[src/psac_pkg.sv]
// Shared types and constants for the polygon scaling block.
package psac_pkg;

    // Control sequencer states.
    typedef enum logic [2:0] {
        ST_LOAD,
        ST_PREP,
        ST_DIV,
        ST_SCALE,
        ST_EMIT
    } state_t;

    // Result coordinate width (signed, 8 fraction bits) and vertex number width.
    localparam int OUT_W  = 30;
    localparam int VNUM_W = 4;

    // Scale factors are signed Q8.8; 1.0 is 256.
    localparam int SCALE_W = 16;
    localparam int Q88_ONE = 256;
    localparam logic [SCALE_W-1:0] SCALE_RESET = 16'd256;

    // Configuration port: register select is address bit 2.
    localparam int CFG_AW = 3;
    localparam int CFG_DW = 32;
    localparam logic REG_SCALE_X = 1'b0;
    localparam logic REG_SCALE_Y = 1'b1;

endpackage

[src/polygon_scale_about_centroid.sv]
// Polygon scaling about the integer centroid, built around a vertex store memory.
//
//  Channel | Ports            | tdata / tuser / tlast
//  --------+------------------+--------------------------------------------------
//  input   | s_tvalid/tready  | tdata: vertex_x, vertex_y; tlast: final_vertex
//  result  | m_tvalid/tready  | tdata: scaled_x, scaled_y, vertex_number;
//          |                  | tlast: end_of_polygon; tuser: dropped_vertices
//  config  | APB psel/penable | 0x0 scale_x, 0x4 scale_y (signed Q8.8)
//
// Vertices load at one per cycle; each up to MAX_VERTICES goes to the store and is added
// to the sums, later ones are dropped and flagged. After the last vertex come a setup
// state, the bit-serial centroid divider and the centroid term, then a three-stage read
// and multiply pipeline delivers one result per cycle while the result side takes them.
// Input is not taken from the last vertex until the last result has been taken.
// Reset is synchronous and spares the store; count, sums, flags, counters, scales reset.
// A stall on the result side freezes the whole emission pipeline including the read.
module polygon_scale_about_centroid #(
    parameter int MAX_VERTICES = 16,
    parameter int COORD_BITS   = 12
) (
    input  logic                                          aclk,
    input  logic                                          aresetn,
    // Input request.
    input  logic                                          s_tvalid,
    output logic                                          s_tready,
    // vertex_x [COORD_BITS-1:0], vertex_y [2*COORD_BITS-1:COORD_BITS], zero pad above
    input  logic [((2*COORD_BITS+7)/8)*8-1:0]             s_tdata,
    input  logic                                          s_tlast,
    // Result request.
    output logic                                          m_tvalid,
    input  logic                                          m_tready,
    // scaled_x [29:0], scaled_y [59:30], vertex_number [63:60]
    output logic [2*psac_pkg::OUT_W+psac_pkg::VNUM_W-1:0] m_tdata,
    output logic                                          m_tlast,
    // dropped_vertices [0]
    output logic                                          m_tuser,
    // Configuration port.
    input  logic                                          psel,
    input  logic                                          penable,
    input  logic                                          pwrite,
    input  logic [psac_pkg::CFG_AW-1:0]                   paddr,
    input  logic [psac_pkg::CFG_DW-1:0]                   pwdata,
    output logic [psac_pkg::CFG_DW-1:0]                   prdata,
    output logic                                          pready
);
    import psac_pkg::*;

    localparam int IDX_W  = $clog2(MAX_VERTICES);
    localparam int CNT_W  = $clog2(MAX_VERTICES + 1);
    localparam int SUM_W  = COORD_BITS + $clog2(MAX_VERTICES);
    localparam int DC_W   = $clog2(SUM_W + 1);
    localparam int PR_W   = (COORD_BITS + SCALE_W > OUT_W) ? COORD_BITS + SCALE_W : OUT_W;
    localparam int CT_W   = (COORD_BITS + SCALE_W + 1 > OUT_W) ?
                            COORD_BITS + SCALE_W + 1 : OUT_W;
    localparam int ENTRY_W = 2 * COORD_BITS;

    // Vertex store and its registered read port.
    logic [ENTRY_W-1:0] vstore [MAX_VERTICES];
    logic [ENTRY_W-1:0] rd_data_reg;
    logic               mem_we;
    logic               rd_en;
    logic [IDX_W-1:0]   rd_addr;

    // Control state.
    state_t                    state_reg, state_next;
    logic [CNT_W-1:0]          count_reg, count_next;
    logic signed [SUM_W-1:0]   sum_x_reg, sum_x_next;
    logic signed [SUM_W-1:0]   sum_y_reg, sum_y_next;
    logic                      ovf_reg, ovf_next;
    logic [DC_W-1:0]           div_cnt_reg, div_cnt_next;
    logic [SCALE_W-1:0]        scale_x_reg, scale_x_next;
    logic [SCALE_W-1:0]        scale_y_reg, scale_y_next;
    logic [CNT_W-1:0]          issue_reg, issue_next;
    logic                      v1_reg, v1_next;
    logic                      v2_reg, v2_next;
    logic                      m_tvalid_reg, m_tvalid_next;

    // Datapath registers.
    logic [SUM_W-1:0]          num_x_reg, num_x_next;
    logic [SUM_W-1:0]          num_y_reg, num_y_next;
    logic [CNT_W-1:0]          rem_x_reg, rem_x_next;
    logic [CNT_W-1:0]          rem_y_reg, rem_y_next;
    logic [OUT_W-1:0]          ctx_reg, ctx_next;
    logic [OUT_W-1:0]          cty_reg, cty_next;
    logic [IDX_W-1:0]          idx1_reg, idx1_next;
    logic                      last1_reg, last1_next;
    logic [IDX_W-1:0]          idx2_reg, idx2_next;
    logic                      last2_reg, last2_next;
    logic [OUT_W-1:0]          px_reg, px_next;
    logic [OUT_W-1:0]          py_reg, py_next;
    logic [OUT_W-1:0]          ox_reg, ox_next;
    logic [OUT_W-1:0]          oy_reg, oy_next;
    logic [VNUM_W-1:0]         onum_reg, onum_next;
    logic                      olast_reg, olast_next;
    logic                      odrop_reg, odrop_next;

    // Combinational helpers.
    logic signed [COORD_BITS-1:0] vin_x, vin_y;
    logic signed [COORD_BITS-1:0] mem_x, mem_y;
    logic [CNT_W:0]               rsh_x, rsh_y;
    logic                         qb_x, qb_y;
    logic signed [SUM_W-1:0]      q_sx, q_sy;
    logic signed [COORD_BITS-1:0] cx, cy;
    logic signed [SCALE_W:0]      dif_x, dif_y;
    logic signed [CT_W-1:0]       cprod_x, cprod_y;
    logic signed [PR_W-1:0]       prod_x, prod_y;
    logic                         adv;
    logic                         cfg_we;

    assign vin_x = $signed(s_tdata[COORD_BITS-1:0]);
    assign vin_y = $signed(s_tdata[2*COORD_BITS-1:COORD_BITS]);
    assign mem_x = $signed(rd_data_reg[COORD_BITS-1:0]);
    assign mem_y = $signed(rd_data_reg[2*COORD_BITS-1:COORD_BITS]);

    // One restoring divide step per cycle for each axis; quotient bits shift into num.
    assign rsh_x = {rem_x_reg, num_x_reg[SUM_W-1]};
    assign rsh_y = {rem_y_reg, num_y_reg[SUM_W-1]};
    assign qb_x  = (rsh_x >= {1'b0, count_reg});
    assign qb_y  = (rsh_y >= {1'b0, count_reg});

    // Signed centroid: quotient magnitude with the sign of the sum.
    assign q_sx = sum_x_reg[SUM_W-1] ? -$signed(num_x_reg) : $signed(num_x_reg);
    assign q_sy = sum_y_reg[SUM_W-1] ? -$signed(num_y_reg) : $signed(num_y_reg);
    assign cx   = COORD_BITS'(q_sx);
    assign cy   = COORD_BITS'(q_sy);

    // Centroid term c*(1.0 - s), kept modulo the result width.
    assign dif_x   = (SCALE_W+1)'(Q88_ONE) - (SCALE_W+1)'($signed(scale_x_reg));
    assign dif_y   = (SCALE_W+1)'(Q88_ONE) - (SCALE_W+1)'($signed(scale_y_reg));
    assign cprod_x = CT_W'(cx) * CT_W'(dif_x);
    assign cprod_y = CT_W'(cy) * CT_W'(dif_y);

    // Vertex term p*s on the word read from the store.
    assign prod_x = PR_W'(mem_x) * PR_W'($signed(scale_x_reg));
    assign prod_y = PR_W'(mem_y) * PR_W'($signed(scale_y_reg));

    // The emission pipeline moves as one whenever the output register can take a result.
    assign adv     = !m_tvalid_reg || m_tready;
    assign rd_en   = (state_reg == ST_EMIT) && adv && (issue_reg < count_reg);
    assign rd_addr = issue_reg[IDX_W-1:0];

    assign s_tready = (state_reg == ST_LOAD);
    assign mem_we   = s_tvalid && s_tready && (count_reg < CNT_W'(MAX_VERTICES));
    assign cfg_we   = psel && penable && pwrite;

    // Next state, load, divide, and emission control.
    always_comb begin
        state_next    = state_reg;
        count_next    = count_reg;
        sum_x_next    = sum_x_reg;
        sum_y_next    = sum_y_reg;
        ovf_next      = ovf_reg;
        div_cnt_next  = div_cnt_reg;
        issue_next    = issue_reg;
        num_x_next    = num_x_reg;
        num_y_next    = num_y_reg;
        rem_x_next    = rem_x_reg;
        rem_y_next    = rem_y_reg;
        ctx_next      = ctx_reg;
        cty_next      = cty_reg;

        unique case (state_reg)
            ST_LOAD: begin
                if (s_tvalid) begin
                    if (mem_we) begin
                        sum_x_next = sum_x_reg + SUM_W'(vin_x);
                        sum_y_next = sum_y_reg + SUM_W'(vin_y);
                        count_next = count_reg + CNT_W'(1);
                    end else begin
                        ovf_next = 1'b1;
                    end
                    if (s_tlast) begin
                        state_next = ST_PREP;
                    end
                end
            end
            ST_PREP: begin
                num_x_next   = sum_x_reg[SUM_W-1] ? SUM_W'(-sum_x_reg) : SUM_W'(sum_x_reg);
                num_y_next   = sum_y_reg[SUM_W-1] ? SUM_W'(-sum_y_reg) : SUM_W'(sum_y_reg);
                rem_x_next   = '0;
                rem_y_next   = '0;
                div_cnt_next = DC_W'(SUM_W);
                state_next   = ST_DIV;
            end
            ST_DIV: begin
                num_x_next   = {num_x_reg[SUM_W-2:0], qb_x};
                num_y_next   = {num_y_reg[SUM_W-2:0], qb_y};
                rem_x_next   = qb_x ? CNT_W'(rsh_x - {1'b0, count_reg}) : CNT_W'(rsh_x);
                rem_y_next   = qb_y ? CNT_W'(rsh_y - {1'b0, count_reg}) : CNT_W'(rsh_y);
                div_cnt_next = div_cnt_reg - DC_W'(1);
                if (div_cnt_reg == DC_W'(1)) begin
                    state_next = ST_SCALE;
                end
            end
            ST_SCALE: begin
                ctx_next   = cprod_x[OUT_W-1:0];
                cty_next   = cprod_y[OUT_W-1:0];
                issue_next = '0;
                state_next = ST_EMIT;
            end
            ST_EMIT: begin
                if (rd_en) begin
                    issue_next = issue_reg + CNT_W'(1);
                end
                // The polygon is done once its last result is taken.
                if (m_tvalid_reg && m_tready && olast_reg) begin
                    count_next = '0;
                    sum_x_next = '0;
                    sum_y_next = '0;
                    ovf_next   = 1'b0;
                    state_next = ST_LOAD;
                end
            end
            default: begin
                state_next = ST_LOAD;
            end
        endcase
    end

    // Emission pipeline: store read, products, output register.
    always_comb begin
        v1_next       = v1_reg;
        idx1_next     = idx1_reg;
        last1_next    = last1_reg;
        v2_next       = v2_reg;
        idx2_next     = idx2_reg;
        last2_next    = last2_reg;
        px_next       = px_reg;
        py_next       = py_reg;
        m_tvalid_next = m_tvalid_reg;
        ox_next       = ox_reg;
        oy_next       = oy_reg;
        onum_next     = onum_reg;
        olast_next    = olast_reg;
        odrop_next    = odrop_reg;
        if (adv) begin
            v1_next       = rd_en;
            idx1_next     = rd_addr;
            last1_next    = (issue_reg == count_reg - CNT_W'(1));
            v2_next       = v1_reg;
            idx2_next     = idx1_reg;
            last2_next    = last1_reg;
            px_next       = prod_x[OUT_W-1:0];
            py_next       = prod_y[OUT_W-1:0];
            m_tvalid_next = v2_reg;
            ox_next       = px_reg + ctx_reg;
            oy_next       = py_reg + cty_reg;
            onum_next     = VNUM_W'(idx2_reg);
            olast_next    = last2_reg;
            odrop_next    = ovf_reg;
        end
    end

    // Configuration register writes and reads.
    always_comb begin
        scale_x_next = scale_x_reg;
        scale_y_next = scale_y_reg;
        if (cfg_we) begin
            unique case (paddr[2])
                REG_SCALE_X: scale_x_next = pwdata[SCALE_W-1:0];
                REG_SCALE_Y: scale_y_next = pwdata[SCALE_W-1:0];
                default:     scale_x_next = scale_x_reg;
            endcase
        end
    end

    always_comb begin
        unique case (paddr[2])
            REG_SCALE_X: prdata = CFG_DW'(scale_x_reg);
            REG_SCALE_Y: prdata = CFG_DW'(scale_y_reg);
            default:     prdata = '0;
        endcase
    end

    assign pready = 1'b1;

    // State register.
    always_ff @(posedge aclk) begin
        if (!aresetn) begin
            state_reg <= ST_LOAD;
        end else begin
            state_reg <= state_next;
        end
    end

    // Control registers with reset.
    always_ff @(posedge aclk) begin
        if (!aresetn) begin
            count_reg    <= '0;
            sum_x_reg    <= '0;
            sum_y_reg    <= '0;
            ovf_reg      <= 1'b0;
            div_cnt_reg  <= '0;
            issue_reg    <= '0;
            v1_reg       <= 1'b0;
            v2_reg       <= 1'b0;
            m_tvalid_reg <= 1'b0;
            scale_x_reg  <= SCALE_RESET;
            scale_y_reg  <= SCALE_RESET;
        end else begin
            count_reg    <= count_next;
            sum_x_reg    <= sum_x_next;
            sum_y_reg    <= sum_y_next;
            ovf_reg      <= ovf_next;
            div_cnt_reg  <= div_cnt_next;
            issue_reg    <= issue_next;
            v1_reg       <= v1_next;
            v2_reg       <= v2_next;
            m_tvalid_reg <= m_tvalid_next;
            scale_x_reg  <= scale_x_next;
            scale_y_reg  <= scale_y_next;
        end
    end

    // Payload registers.
    always_ff @(posedge aclk) begin
        num_x_reg <= num_x_next;
        num_y_reg <= num_y_next;
        rem_x_reg <= rem_x_next;
        rem_y_reg <= rem_y_next;
        ctx_reg   <= ctx_next;
        cty_reg   <= cty_next;
        idx1_reg  <= idx1_next;
        last1_reg <= last1_next;
        idx2_reg  <= idx2_next;
        last2_reg <= last2_next;
        px_reg    <= px_next;
        py_reg    <= py_next;
        ox_reg    <= ox_next;
        oy_reg    <= oy_next;
        onum_reg  <= onum_next;
        olast_reg <= olast_next;
        odrop_reg <= odrop_next;
    end

    // Vertex store. Writes happen only while loading and reads only while emitting,
    // so the two never touch the same entry in overlapping cycles.
    always_ff @(posedge aclk) begin
        if (mem_we) begin
            vstore[count_reg[IDX_W-1:0]] <= {vin_y, vin_x};
        end
        if (rd_en) begin
            rd_data_reg <= vstore[rd_addr];
        end
    end

    assign m_tvalid = m_tvalid_reg;
    assign m_tdata  = {onum_reg, oy_reg, ox_reg};
    assign m_tlast  = olast_reg;
    assign m_tuser  = odrop_reg;

    // Results appear only while emitting.
    a_valid_in_emit: assert property (@(posedge aclk) disable iff (!aresetn)
        m_tvalid_reg |-> state_reg == ST_EMIT)
        else $error("result valid outside emission");

    // The vertex count never exceeds the store depth.
    a_count_bound: assert property (@(posedge aclk) disable iff (!aresetn)
        count_reg <= CNT_W'(MAX_VERTICES))
        else $error("vertex count beyond store depth");

    // The divider never runs with an exhausted step counter.
    a_div_cnt: assert property (@(posedge aclk) disable iff (!aresetn)
        state_reg == ST_DIV |-> div_cnt_reg != '0)
        else $error("divider step counter underflow");

    // Taking the last result clears the polygon state and reopens the input.
    a_end_clears: assert property (@(posedge aclk) disable iff (!aresetn)
        m_tvalid && m_tready && m_tlast |=>
            state_reg == ST_LOAD && count_reg == '0 && !ovf_reg && !m_tvalid_reg)
        else $error("polygon state not cleared after last result");

    // The store is read only while emitting and with vertices held for this polygon.
    a_read_in_range: assert property (@(posedge aclk) disable iff (!aresetn)
        rd_en |-> count_reg != '0 && state_reg == ST_EMIT)
        else $error("store read with no vertices held");

endmodule
[config.mk]
export PLATFORM = sky130hd
export DESIGN_NAME = polygon_scale_about_centroid
export DESIGN_NICKNAME = d
export VERILOG_FILES = /design/src/psac_pkg.sv /design/src/polygon_scale_about_centroid.sv
export SDC_FILE = /design/constraint.sdc
export NUM_CORES = 2
export LEC_CHECK = 0
export ABC_AREA = 1
export ABC_CLOCK_PERIOD_IN_PS = 6960
export BUFFER_PORTS_ARGS = -buffer_cell sky130_fd_sc_hd__buf_2
export CORE_UTILIZATION = 65
export DETAILED_ROUTE_END_ITERATION = 7
export PLACE_DENSITY = 0.82
export SLEW_MARGIN = 15
export SYNTH_ARGS = -nofsm -noshare
export SYNTH_HDL_FRONTEND = slang
export SYNTH_SLANG_ARGS = --single-unit
export TNS_END_PERCENT = 10
[constraint.sdc]
create_clock -name aclk -period 6.96 [get_ports aclk]
set_input_delay 1.044 -clock aclk [delete_from_list [all_inputs] [get_ports aclk]]
set_output_delay 1.044 -clock aclk [all_outputs]
set_load 0.05 [all_outputs]
==> summary.md <==
| Metric | Value |
|---|---|
| Status | complete, no violations |
| DRC viols | 0 |
| Post-CTS Hold Buffers | 0 |
| Post-synth top cells | nand2_1 (1,669), inv_1 (1,395), fa_1 (738) |
| Req. time, crit path | 7.39 ns |
| Synthesized area | about 65,000 um2 |
| Boundary pin count | about 170 |
| Critical path capture point type | flop |
| Final ANT Viol Nets | 0 |
| Via count | 50.3k |
| WL met1 | between 60 and 70 mm |
| I/O Buffers | 132 |
| Post-DR wirelength/cell | about 19 um |
| Largest area contributor in the netlist | edfxtp_1 |
| Clock root cell | clkbuf_16 |
| H-Tree Depth | 3 |
| GRT Total Usage | 33.2% |
| Die W | approximately 320 um |
| RSZ-0062 raised after global routing | false |
| Ys Warns | 0 |
| Layout Skew | 0.0266 ns |
| Initial Util | 65.6% |
| Number of max-cap violations | 0 |
| Fmax | 153 MHz |
| Hold endpoint | m_tlast |
| Post-synth ARST share | 0% |
| Hold Path Stages | 0 |
| Share of cells above drive strength 1 | 6.36% |
| R2R Setup Slk | between 0.4 and 0.5 ns |
| Tmin final | 6.52 ns |
| Final hold vios | 0 |
| Count leader, synth | nand2_1 |
| Primary FF master, synth | edfxtp_1 |
| Clock latency on the worst-skew pair | 0.69 ns |
| DRT iter0 DRCs | 5,096 |
| Die area | 101,000 um2 |
| Setup tns final | 0 ns |
| Top cell type's share of synthesized area | between 20 and 30% |
| Yosys reg bits | 726 |
| # Post-CTS Setup Buffers | 0 |
| R2R cell count | 29 |
| Routability cong. | ~0.97 |
| GR Overflow Total | 0 |
| Reg-to-reg startpoint | scale_x_reg[3] |
| Drt first pass iters | 6 |
| FP Rows | 115 |
| Largest register FFs | 384 |
| Max-slew violations | 0 |
| Met3 wire length | around 18 mm |
| Worst Hold Launch | last2_reg |
| CTS tree | yes |
| Vias per inst | roughly 5.7 |
| CTS Buf Count | between 70 and 80 |
| CTS sink cnt | slightly above 700 |
| Worst Path Arrival | just under 7 ns |
| CP most frequent cell | nand2_1 |
| Clock Tree Buf Depth | 3 |
| Core area | 98,400 um2 |
| Vias in the first global route | 50.2k |
| Worst reg2reg endpoint | ctx_reg[26] |
| Synth top area cells | edfxtp_1 (30%), fa_1 (23%), nand2_1 (9.7%) |
| Setup-failing EPs final | 0 |
| Largest net degree at the start of global routing | 101 |
| Global-route wire length before repair | 260 mm |
| Worst Path Max Fanout | 11 |
| Synth Area per Inst | 8.76 um2 |
| Syn Inst Count | 7,368 |
| Resized cells post-CTS | 0 |
| Layout area overhead | 6.79% |
| Tcrit/Tclk final | 93.7% |
| Routed WL | roughly 160 mm |
| Fin nets | 8,573 |
| Worst Setup Path Type | flop to flop |
| Post-synth EDFFs | 640 |
| Max-slew headroom | about a quarter |
| Worst hold-check path type | flop to flop |
| Clk slew on worst S/H paths | 0.07 ns |
| Worst-Margin Slew | 1.11 ns |
| HPWL after DPL | about 120 mm |
| Initial antenna violation count | 9 |
| Cell variety after synth | 59 |
| Die Ht | approximately 320 um |
| Slowest-stage cell, CP | fa_1 |
| Highest Signal Layer | met5 |
| CP max stage delay | around 0.58 ns |
| Post-synthesis sequential area ratio | 32.4% |
| Startpoint class of the critical path | flop |
| Met2 Routed Length | around 76 mm |
## worst max path at each step
stage	from	endpoint	slack [ns]	depth (start not counted)
floorplan	scale_x_reg[0]	ctx_reg[26]	1.05	32
global placement	scale_y_reg[8]	cty_reg[27]	0.63	23
detailed placement	scale_y_reg[1]	cty_reg[27]	0.58	27
CTS	scale_y_reg[1]	cty_reg[27]	0.55	27
global route	scale_x_reg[3]	ctx_reg[26]	0.04	29
finish	scale_x_reg[3]	ctx_reg[26]	0.44	29
## metal layers
| metal | up-vias | global-route usage (%) |
|---|---|---|
| met2 | 2603 | 52.8 |
| met3 | 311 | 7.36 |
| met5 | - | 0 |
| met1 | 24200 | 45.6 |
| li1 | 23200 | - |
| met4 | 8 | 10.5 |
## metrics by stage
step                      worst slack, ns  hold slack (ns)  cell area, um2  util, %  std cells
final                               0.436            0.416           69000     70.1       8766
after global routing               0.0436            0.419           68900     70.0       8761
after CTS                           0.550            0.417           68900     70.0       8760
after detailed placement            0.579            0.405           66300     67.4       8619
after global placement              0.628            0.403           66300     67.4       8619
after floorplan                      1.05            0.400           64600        -       7383
## cell type report
type | instances | area [um2]
diodes | 6 | 15.0
well taps | 1287 | 1610
repair buffers | 215 | 1280
clock inverters | 46 | 557
clock buffers | 95 | 2040
flip-flops and latches | 726 | 20900
fillers | 7448 | 29500
inverters | 1429 | 5370
multi-input cells | 4962 | 37100
## worst max-delay path: cells and delay by family, from the launching register on
family / cells / cell delay [ns]
AOI/OAI and AO/OA: 3 / 0.68
adders and majority gates: 6 / 2.89
buffers and inverters: 6 / 0.47
DFF: 1 / 0.45
and+or+nand+nor: 14 / 1.78
## cells in the final DEF (no fill, tap or decap), types with 44 or more instances in the layout
cell type / n
fa_1: 738
a21oi_1: 286
o21ai_0: 364
clkbuf_16: 79
edfxtp_1: 640
buf_2: 132
buf_4: 83
ha_1: 357
xnor2_1: 44
nor2_1: 677
o211ai_1: 56
nand4_1: 52
o32ai_1: 48
nand3_1: 287
inv_1: 1393
nand2_1: 1668
xor2_1: 116
dfxtp_1: 83
## cell families after synthesis
family / count (synthesis) / share of synthesized area [%]
AOI/OAI and AO/OA: 828 / 7.19
xor gates and xnor gates: 163 / 2.26
adders and majority gates: 1095 / 29.8
buffers and inverters: 1695 / 10.2
DFF: 726 / 32.4
other: 2 / 0.0116
and+or+nand+nor: 2859 / 18.1
Power is left out: the tool's default activity adds up to more than one toggle a clock period on the data nets, which glitch-free logic cannot reach.
